### src/design/rssd_pkg.sv
// package: defaults, action codes, payload types and alu operation codes
`default_nettype none

package rssd_pkg;

  localparam int unsigned SpreadBitsDef   = 24;
  localparam int unsigned CountBitsDef    = 16;
  localparam int unsigned FractionBitsDef = 8;
  localparam int unsigned SqTotalBits     = 63;
  localparam int unsigned PriceBits       = 48;

  localparam logic [1:0] ActBook  = 2'd0;
  localparam logic [1:0] ActFinal = 2'd1;
  localparam logic [1:0] ActClear = 2'd2;
  localparam logic [1:0] ActSpare = 2'd3;

  typedef struct packed {
    logic [1:0]  action;
    logic [31:0] instrument;
    logic [47:0] bid_price;
    logic [47:0] ask_price;
    logic        bid_present;
    logic        ask_present;
  } req_t;

  typedef struct packed {
    logic [31:0] spread_sigma;
    logic [15:0] sample_count;
    logic        too_few_samples;
  } rsp_t;

  typedef enum logic {
    AluAdd,
    AluSub
  } alu_op_e;

endpackage

`default_nettype wire

### src/design/rssd_alu.sv
// shared adder/subtractor with borrow out
`default_nettype none

module rssd_alu #(
  parameter int unsigned Width = 96
) (
  input  wire logic [Width-1:0]   a_i,
  input  wire logic [Width-1:0]   b_i,
  input  wire rssd_pkg::alu_op_e  op_i,
  output logic      [Width-1:0]   sum_o,
  output logic                    borrow_o
);

  logic             sub;
  logic [Width-1:0] b_eff;
  logic             carry;

  assign sub   = (op_i == rssd_pkg::AluSub);
  assign b_eff = sub ? ~b_i : b_i;
  assign {carry, sum_o} = {1'b0, a_i} + {1'b0, b_eff} + {{Width{1'b0}}, sub};
  assign borrow_o = sub & ~carry;

endmodule

`default_nettype wire

### src/design/running_spread_std_dev_core.sv
// top level: spread accumulators, sequencer and finalize arithmetic on one shared alu
//
// channel  dir  handshake                 payload
// req      in   req_valid_i / req_stall_o rssd_pkg::req_t
// rsp      out  rsp_valid_o / rsp_stall_i rssd_pkg::rsp_t
// cfg      in   cfg_valid_i / cfg_ready_o cfg_data_i (instrument select)
//
// counted book event: stall held through spread, square load, the serial square and both adds
// finalize: COUNT_BITS + SPREAD_BITS + COUNT_BITS multiply steps, RW root and RW divide
//   steps (RW = 48 by default), plus the abs, difference and done states
// short bar finalize: stall only in the done state; ignored events, clear and unused codes: none
// reset clears accumulators and select at once; no clearing pass
// a finalize waits in its last state while an earlier result is still stalled
`default_nettype none

module running_spread_std_dev_core #(
  parameter int unsigned SPREAD_BITS   = rssd_pkg::SpreadBitsDef,
  parameter int unsigned COUNT_BITS    = rssd_pkg::CountBitsDef,
  parameter int unsigned FRACTION_BITS = rssd_pkg::FractionBitsDef
) (
  input  wire logic           clk_i,
  input  wire logic           rst_ni,
  input  wire logic           req_valid_i,
  output logic                req_stall_o,
  input  wire rssd_pkg::req_t req_i,
  output logic                rsp_valid_o,
  input  wire logic           rsp_stall_i,
  output rssd_pkg::rsp_t      rsp_o,
  input  wire logic           cfg_valid_i,
  output logic                cfg_ready_o,
  input  wire logic [31:0]    cfg_data_i
);

  localparam int unsigned SqW   = rssd_pkg::SqTotalBits;
  localparam int unsigned StW   = SPREAD_BITS + COUNT_BITS;
  localparam int unsigned NqW   = COUNT_BITS + SqW;
  localparam int unsigned SsW   = 2 * StW;
  localparam int unsigned PreW  = (NqW > SsW) ? NqW : SsW;
  localparam int unsigned UW    = PreW + 2 * FRACTION_BITS;
  localparam int unsigned RW    = (UW + 1) / 2;
  localparam int unsigned DiffW = rssd_pkg::PriceBits + 1;
  localparam int unsigned StepW = $clog2(RW + 1);

  localparam logic signed [DiffW-1:0] SpreadHi =
    (DiffW'(1) <<< (SPREAD_BITS - 1)) - DiffW'(1);
  localparam logic signed [DiffW-1:0] SpreadLo = -SpreadHi - DiffW'(1);

  localparam logic [3:0] SIdle   = 4'd0;
  localparam logic [3:0] SSpread = 4'd1;
  localparam logic [3:0] SSqLoad = 4'd2;
  localparam logic [3:0] SSquare = 4'd3;
  localparam logic [3:0] SAddSum = 4'd4;
  localparam logic [3:0] SAddSq  = 4'd5;
  localparam logic [3:0] SMulNq  = 4'd6;
  localparam logic [3:0] SAbs    = 4'd7;
  localparam logic [3:0] SMulSs  = 4'd8;
  localparam logic [3:0] SDiff   = 4'd9;
  localparam logic [3:0] SSqrt   = 4'd10;
  localparam logic [3:0] SDiv    = 4'd11;
  localparam logic [3:0] SDone   = 4'd12;

  logic [3:0]                   state_q, state_d;
  rssd_pkg::req_t               req_q, req_d;
  logic [31:0]                  sel_q, sel_d;
  logic [StW-1:0]               sum_q, sum_d;
  logic [SqW-1:0]               sq_q, sq_d;
  logic [COUNT_BITS-1:0]        cnt_q, cnt_d;
  logic [SPREAD_BITS-1:0]       spread_q, spread_d;
  logic [UW-1:0]                acc_q, acc_d;
  logic [UW-1:0]                mcand_q, mcand_d;
  logic [UW-1:0]                x_q, x_d;
  logic [UW-1:0]                root_q, root_d;
  logic [UW-1:0]                one_q, one_d;
  logic [StW-1:0]               mplier_q, mplier_d;
  logic [StepW-1:0]             step_q, step_d;
  logic [RW-1:0]                dq_q, dq_d;
  logic [COUNT_BITS-1:0]        rem_q, rem_d;
  logic [31:0]                  std_q, std_d;
  logic                         few_q, few_d;
  logic                         rsp_valid_q, rsp_valid_d;
  rssd_pkg::rsp_t               rsp_q, rsp_d;
  logic                         rsp_load;

  logic [UW-1:0]                alu_a, alu_b, alu_sum;
  logic                         alu_borrow;
  rssd_pkg::alu_op_e            alu_op;

  logic signed [DiffW-1:0]      diff;
  logic signed [DiffW-1:0]      diff_sat;
  logic [SPREAD_BITS-1:0]       spread_mag;
  logic [StW-1:0]               sum_mag;
  logic [COUNT_BITS:0]          trial;
  logic                         mul_last;

  rssd_alu #(.Width(UW)) u_alu (
    .a_i      (alu_a),
    .b_i      (alu_b),
    .op_i     (alu_op),
    .sum_o    (alu_sum),
    .borrow_o (alu_borrow)
  );

  assign req_stall_o = (state_q != SIdle);
  assign cfg_ready_o = 1'b1;
  assign rsp_valid_o = rsp_valid_q;
  assign rsp_o       = rsp_q;

  assign diff       = signed'(alu_sum[DiffW-1:0]);
  assign spread_mag = spread_q[SPREAD_BITS-1] ? (~spread_q + SPREAD_BITS'(1)) : spread_q;
  assign sum_mag    = sum_q[StW-1] ? alu_sum[StW-1:0] : sum_q;
  assign trial      = {rem_q, dq_q[RW-1]};
  assign mul_last   = (step_q == StepW'(1));

  always_comb begin
    if (diff > SpreadHi) begin
      diff_sat = SpreadHi;
    end else if (diff < SpreadLo) begin
      diff_sat = SpreadLo;
    end else begin
      diff_sat = diff;
    end
  end

  // alu operand selection
  always_comb begin
    alu_a  = acc_q;
    alu_b  = mcand_q;
    alu_op = rssd_pkg::AluAdd;
    unique case (state_q)
      SSpread: begin
        alu_a  = UW'(req_q.ask_price);
        alu_b  = UW'(req_q.bid_price);
        alu_op = rssd_pkg::AluSub;
      end
      SAddSum: begin
        alu_a = {{(UW-StW){sum_q[StW-1]}}, sum_q};
        alu_b = {{(UW-SPREAD_BITS){spread_q[SPREAD_BITS-1]}}, spread_q};
      end
      SAddSq: begin
        alu_a = UW'(sq_q);
        alu_b = acc_q;
      end
      SAbs: begin
        alu_a  = '0;
        alu_b  = {{(UW-StW){sum_q[StW-1]}}, sum_q};
        alu_op = rssd_pkg::AluSub;
      end
      SDiff: begin
        alu_a  = x_q;
        alu_b  = acc_q;
        alu_op = rssd_pkg::AluSub;
      end
      SSqrt: begin
        alu_a  = x_q;
        alu_b  = root_q | one_q;
        alu_op = rssd_pkg::AluSub;
      end
      SDiv: begin
        alu_a  = UW'(trial);
        alu_b  = UW'(cnt_q);
        alu_op = rssd_pkg::AluSub;
      end
      default: begin
        alu_a  = acc_q;
        alu_b  = mcand_q;
        alu_op = rssd_pkg::AluAdd;
      end
    endcase
  end

  // sequencer
  always_comb begin
    state_d  = state_q;
    req_d    = req_q;
    sel_d    = sel_q;
    sum_d    = sum_q;
    sq_d     = sq_q;
    cnt_d    = cnt_q;
    spread_d = spread_q;
    acc_d    = acc_q;
    mcand_d  = mcand_q;
    x_d      = x_q;
    root_d   = root_q;
    one_d    = one_q;
    mplier_d = mplier_q;
    step_d   = step_q;
    dq_d     = dq_q;
    rem_d    = rem_q;
    std_d    = std_q;
    few_d    = few_q;
    rsp_load = 1'b0;

    if (cfg_valid_i) begin
      sel_d = cfg_data_i;
    end

    unique case (state_q)
      SIdle: begin
        if (req_valid_i) begin
          req_d = req_i;
          unique case (req_i.action)
            rssd_pkg::ActBook: begin
              if (req_i.bid_present && req_i.ask_present && (req_i.instrument == sel_q)
                  && (cnt_q != {COUNT_BITS{1'b1}})) begin
                state_d = SSpread;
              end
            end
            rssd_pkg::ActFinal: begin
              few_d = (cnt_q < COUNT_BITS'(2));
              if (cnt_q < COUNT_BITS'(2)) begin
                std_d   = '0;
                state_d = SDone;
              end else begin
                acc_d    = '0;
                mcand_d  = UW'(sq_q);
                mplier_d = StW'(cnt_q);
                step_d   = StepW'(COUNT_BITS);
                state_d  = SMulNq;
              end
            end
            rssd_pkg::ActClear: begin
              sum_d = '0;
              sq_d  = '0;
              cnt_d = '0;
            end
            default: begin
              state_d = SIdle;
            end
          endcase
        end
      end
      SSpread: begin
        spread_d = diff_sat[SPREAD_BITS-1:0];
        state_d  = SSqLoad;
      end
      SSqLoad: begin
        acc_d    = '0;
        mcand_d  = UW'(spread_mag);
        mplier_d = StW'(spread_mag);
        step_d   = StepW'(SPREAD_BITS);
        state_d  = SSquare;
      end
      SSquare, SMulNq, SMulSs: begin
        if (mplier_q[0]) begin
          acc_d = alu_sum;
        end
        mcand_d  = mcand_q << 1;
        mplier_d = mplier_q >> 1;
        step_d   = step_q - StepW'(1);
        if (mul_last) begin
          unique case (state_q)
            SSquare: state_d = SAddSum;
            SMulNq:  state_d = SAbs;
            default: state_d = SDiff;
          endcase
        end
      end
      SAddSum: begin
        sum_d   = alu_sum[StW-1:0];
        state_d = SAddSq;
      end
      SAddSq: begin
        sq_d    = alu_sum[SqW] ? {SqW{1'b1}} : alu_sum[SqW-1:0];
        cnt_d   = cnt_q + COUNT_BITS'(1);
        state_d = SIdle;
      end
      SAbs: begin
        x_d      = acc_q;
        acc_d    = '0;
        mcand_d  = UW'(sum_mag);
        mplier_d = sum_mag;
        step_d   = StepW'(StW);
        state_d  = SMulSs;
      end
      SDiff: begin
        if (alu_borrow) begin
          std_d   = '0;
          state_d = SDone;
        end else begin
          x_d     = alu_sum << (2 * FRACTION_BITS);
          root_d  = '0;
          one_d   = UW'(1) << (2 * (RW - 1));
          step_d  = StepW'(RW);
          state_d = SSqrt;
        end
      end
      SSqrt: begin
        if (!alu_borrow) begin
          x_d    = alu_sum;
          root_d = (root_q >> 1) | one_q;
        end else begin
          root_d = root_q >> 1;
        end
        one_d  = one_q >> 2;
        step_d = step_q - StepW'(1);
        if (mul_last) begin
          dq_d    = root_d[RW-1:0];
          rem_d   = '0;
          step_d  = StepW'(RW);
          state_d = SDiv;
        end
      end
      SDiv: begin
        rem_d  = alu_borrow ? trial[COUNT_BITS-1:0] : alu_sum[COUNT_BITS-1:0];
        dq_d   = {dq_q[RW-2:0], ~alu_borrow};
        step_d = step_q - StepW'(1);
        if (mul_last) begin
          std_d   = (|dq_d[RW-1:32]) ? 32'hFFFF_FFFF : dq_d[31:0];
          state_d = SDone;
        end
      end
      SDone: begin
        if (!rsp_valid_q || !rsp_stall_i) begin
          rsp_load = 1'b1;
          state_d  = SIdle;
        end
      end
      default: begin
        state_d = SIdle;
      end
    endcase
  end

  always_comb begin
    rsp_d = rsp_q;
    if (rsp_load) begin
      rsp_d.spread_sigma    = std_q;
      rsp_d.sample_count    = 16'(cnt_q);
      rsp_d.too_few_samples = few_q;
    end
  end

  always_comb begin
    rsp_valid_d = rsp_valid_q;
    if (rsp_load) begin
      rsp_valid_d = 1'b1;
    end else if (!rsp_stall_i) begin
      rsp_valid_d = 1'b0;
    end
  end

  always_ff @(posedge clk_i or negedge rst_ni) begin
    if (!rst_ni) begin
      state_q     <= SIdle;
      sel_q       <= '0;
      sum_q       <= '0;
      sq_q        <= '0;
      cnt_q       <= '0;
      rsp_valid_q <= 1'b0;
    end else begin
      state_q     <= state_d;
      sel_q       <= sel_d;
      sum_q       <= sum_d;
      sq_q        <= sq_d;
      cnt_q       <= cnt_d;
      rsp_valid_q <= rsp_valid_d;
    end
  end

  // datapath registers
  always_ff @(posedge clk_i) begin
    req_q    <= req_d;
    spread_q <= spread_d;
    acc_q    <= acc_d;
    mcand_q  <= mcand_d;
    x_q      <= x_d;
    root_q   <= root_d;
    one_q    <= one_d;
    mplier_q <= mplier_d;
    step_q   <= step_d;
    dq_q     <= dq_d;
    rem_q    <= rem_d;
    std_q    <= std_d;
    few_q    <= few_d;
    rsp_q    <= rsp_d;
  end

endmodule

`default_nettype wire

### config.mk
export PLATFORM = sky130hd
export DESIGN_NAME = running_spread_std_dev_core
export DESIGN_NICKNAME = d
export VERILOG_FILES = /design/src/design/rssd_pkg.sv /design/src/design/rssd_alu.sv /design/src/design/running_spread_std_dev_core.sv
export SDC_FILE = /design/constraint.sdc
export NUM_CORES = 2
export LEC_CHECK = 0
export BUFFER_PORTS_ARGS = -buffer_cell sky130_fd_sc_hd__buf_4
export CORE_MARGIN = 3
export CORE_UTILIZATION = 50
export DETAILED_ROUTE_END_ITERATION = 8
export PLACE_DENSITY = 0.67
export SLEW_MARGIN = 15
export SYNTH_ARGS = -nofsm -noshare
export SYNTH_HDL_FRONTEND = slang
export SYNTH_HIERARCHICAL = 1
export SYNTH_SLANG_ARGS = --single-unit
export TNS_END_PERCENT = 20
### constraint.sdc
create_clock -name clk_i -period 21 [get_ports clk_i]
set_input_delay 4.2 -clock clk_i [delete_from_list [all_inputs] [get_ports clk_i]]
set_output_delay 4.2 -clock clk_i [all_outputs]
set_load 0.05 [all_outputs]
==> impl_metrics.yaml <==
outcome:
  status: "finished clean"
detailed_routing:
  drt_first_pass_iters: 9
  num_vias: 38266
  drc: 0
  drt_iter0_drc: 5117
  postRouteAntennaNets: 0
  wirelength_mm: 157.1
  avgViaCountPerCell: 6.449
  routedWlPerCell_um: 26.47
synth:
  synthTopCellsByArea: "edfxtp_1 47%, dfrtp_1 8.2%, nand2_1 6.9%"
  synth_top_area_cell: "edfxtp_1"
  syn_inst: 4507
  synth_edf_count: 743
  ys_seq_area_share_pct: 54.74
  yosysUniqueCellTypes: 104
  synth_most_common_cell: "nand2_1"
  synthFlopType: "edfxtp_1"
  yosysTopAreaCellShare_pct: 46.59
  syn_nets: 4783
  netlist_area_sq_mm: 0.04789
  yosys_warnings: 6
  syn_area_per_cell_sq_um: 10.63
  synth_commonest_cells: "886 x nand2_1, 743 x edfxtp_1, 243 x a21oi_1"
  synth_seq_cells: 899
  async_reset_ff_share_pct: 17.35
cts:
  clk-insertion-delay-late_ns: 0.70
  ctsHtreeMaxLevel: 3
  root_buffer: "clkbuf_16"
  post_cts_resized: 0
  cts.path.max_buffers: 3
  clk_pin_slew_worst_paths_ns: 0.06
  hold_buffers: 0
  cts-buffers-inserted: 97
  cts_sinks: 899
  cts_tree: "yes"
  post-cts-setup-buffers: 0
final_layout:
  area_delta_synth_final_pct: 12.89
  layout.nets: 4873
  drive_gt1_share_pct: 12.59
timing:
  tightest_slew_ns: 1.232
  fin_skew_ns: 0.03600
  whs_ns: 0.4185
  finalCritPeriodShare_pct: 48.88
  finalHoldViolations: 0
  rsz0062_at_grt: "no"
  final.setup.tns_ns: 0
  period_minus_slack_ns: 10.26
  setup_viol: 0
  slew_viol_final: 0
  slew_headroom_pct: 17.25
  max_freq_mhz: 97.42
global_route:
  first_global_vias: 36667
  grt_pass1_wl_mm: 234.8
  antenna_found_initial: 4
  grt_usage_pct: 31.00
  grt_remaining_overflow: 0
  grt_max_degree: 127
setup_path:
  critPathArrivalTime_ns: 10.58
  rrSetupSlack_ns: 10.74
  worstSetupStartpointType: "flop"
  path_max_fanout: 78
  cp.required_ns: 21.31
  end_kind: "flop"
  crit_type: "flop to flop"
placement:
  hpwl_mm: 104.1
  io_buffers: 219
  gp_congestion: 0.9821
die:
  dieArea_sq_mm: 0.09952
  die_h_um: 315.5
  die_w_um: 315.5
  io_pins: 221
  initial_utilization_pct: 50.85
  core_sq_mm: 0.09417
  rows: 112
flow_run:
  cap_viol_max_count: 0
worst_hold_path:
  min-delay-path-class: "flop to flop"
-- metal layers --
layer,wire [um],global-route usage [%]
met1,65120,43.84
met2,68630,46.32
met3,17030,7.498
met4,6292,11.94
met5,12,0
-- final timing paths --
kind,startpoint,end,cells after the start
worst max register to register,state_q[3]$_DFFE_PN0P_,root_q[68]$_SDFFCE_PN0P_,21
worst min-delay path,std_q[23]$_SDFFCE_PN0P_,rsp_o[40]$_DFFE_PP_,0
max in group asynchronous,rst_ni,sum_q[39]$_DFFE_PN0P_,3
min in group asynchronous,rst_ni,sel_q[19]$_DFFE_PN0P_,1
worst max-delay path,state_q[3]$_DFFE_PN0P_,root_q[68]$_SDFFCE_PN0P_,21
worst min register to register,std_q[23]$_SDFFCE_PN0P_,rsp_o[40]$_DFFE_PP_,0
-- cell usage in the layout (no fill, tap or decap), drive strengths merged, types with 11 or more instances in the layout --
cell type	count
clkbuf	135
ha	106
a222oi	79
a21o	61
o31ai	13
inv	47
nor4	37
clkinv	23
nand2b	15
or2	29
a22oi	138
bufinv	13
xor2	182
edfxtp	743
buf	307
and3	11
nand3	94
a221oi	62
nor3	32
xnor2	76
dfrtp	156
mux2i	63
a211oi	11
o21bai	26
nand4	59
nor2b	16
a221o	84
o21ai	217
and2	232
a31oi	18
nand2	887
o21a	14
nor2	242
mux2	39
a22o	48
a21oi	248
-- state kept, by name (all words and copies together) (netlist names) --
register and flops:
root_q 95, one_q 48, few_q 1, step_q 6, spread_q 24, dq_q 48
mplier_q 40, req_q 96, sum_q 40, acc_q 96, x_q 96, state_q 4
rem_q 16, mcand_q 96, sq_q 63, rsp_valid_o 1, rsp_o 49, cnt_q 16
sel_q 32, std_q 32
-- cell families after synthesis --
kind of cell / share of synthesized area (%)
compound gates: 16.30
xor+xnor: 4.719
fa+ha+maj: 2.811
buf+inv: 3.070
flops: 54.74
mux: 2.250
other cells: 0.007831
simple gates: 16.10
-- worst max-delay path, stage by stage (launching register included) --
cell	delay [ns]
dfrtp_1	0.89
nand2b_1	0.47
nor2_4	0.61
buf_4	0.78
buf_4	0.63
o21ai_0	0.40
nand4_1	0.20
xor2_1	0.11
ha_1	0.41
nand2_1	0.19
nor3_1	0.56
nand2b_1	0.11
a21oi_1	0.14
o21ai_1	0.20
a21oi_2	0.55
o21ai_4	0.15
o41ai_2	0.45
a41oi_4	0.18
buf_4	0.30
o21ai_4	0.90
buf_4	0.81
buf_4	0.66
-- metrics by stage --
stage                     worst slack (ns)  utilization (%)  cell area (sq um)  instances
after global routing                 10.22            57.40              54060       5933
after CTS                            11.08            57.40              54050       5933
after global placement               11.33            53.85              50710       5752
final                                10.74            57.41              54060       5934
after detailed placement             11.13            53.85              50710       5752
after floorplan                      4.802                -              47890       4507
-- cell type report --
| class | instances | area [sq um] |
|---|---|---|
| well taps | 1254 | 1569 |
| fillers | 8005 | 40110 |
| diodes | 1 | 2.502 |
| flip-flops and latches | 899 | 26220 |
| multi-input cells | 3251 | 20420 |
| repair buffers | 307 | 2359 |
| inverters | 41 | 153.9 |
| clock inverters | 46 | 621.8 |
| clock buffers | 135 | 2713 |
Power is left out: the tool's default activity adds up to more than one toggle a clock period on the data nets, which glitch-free logic cannot reach.
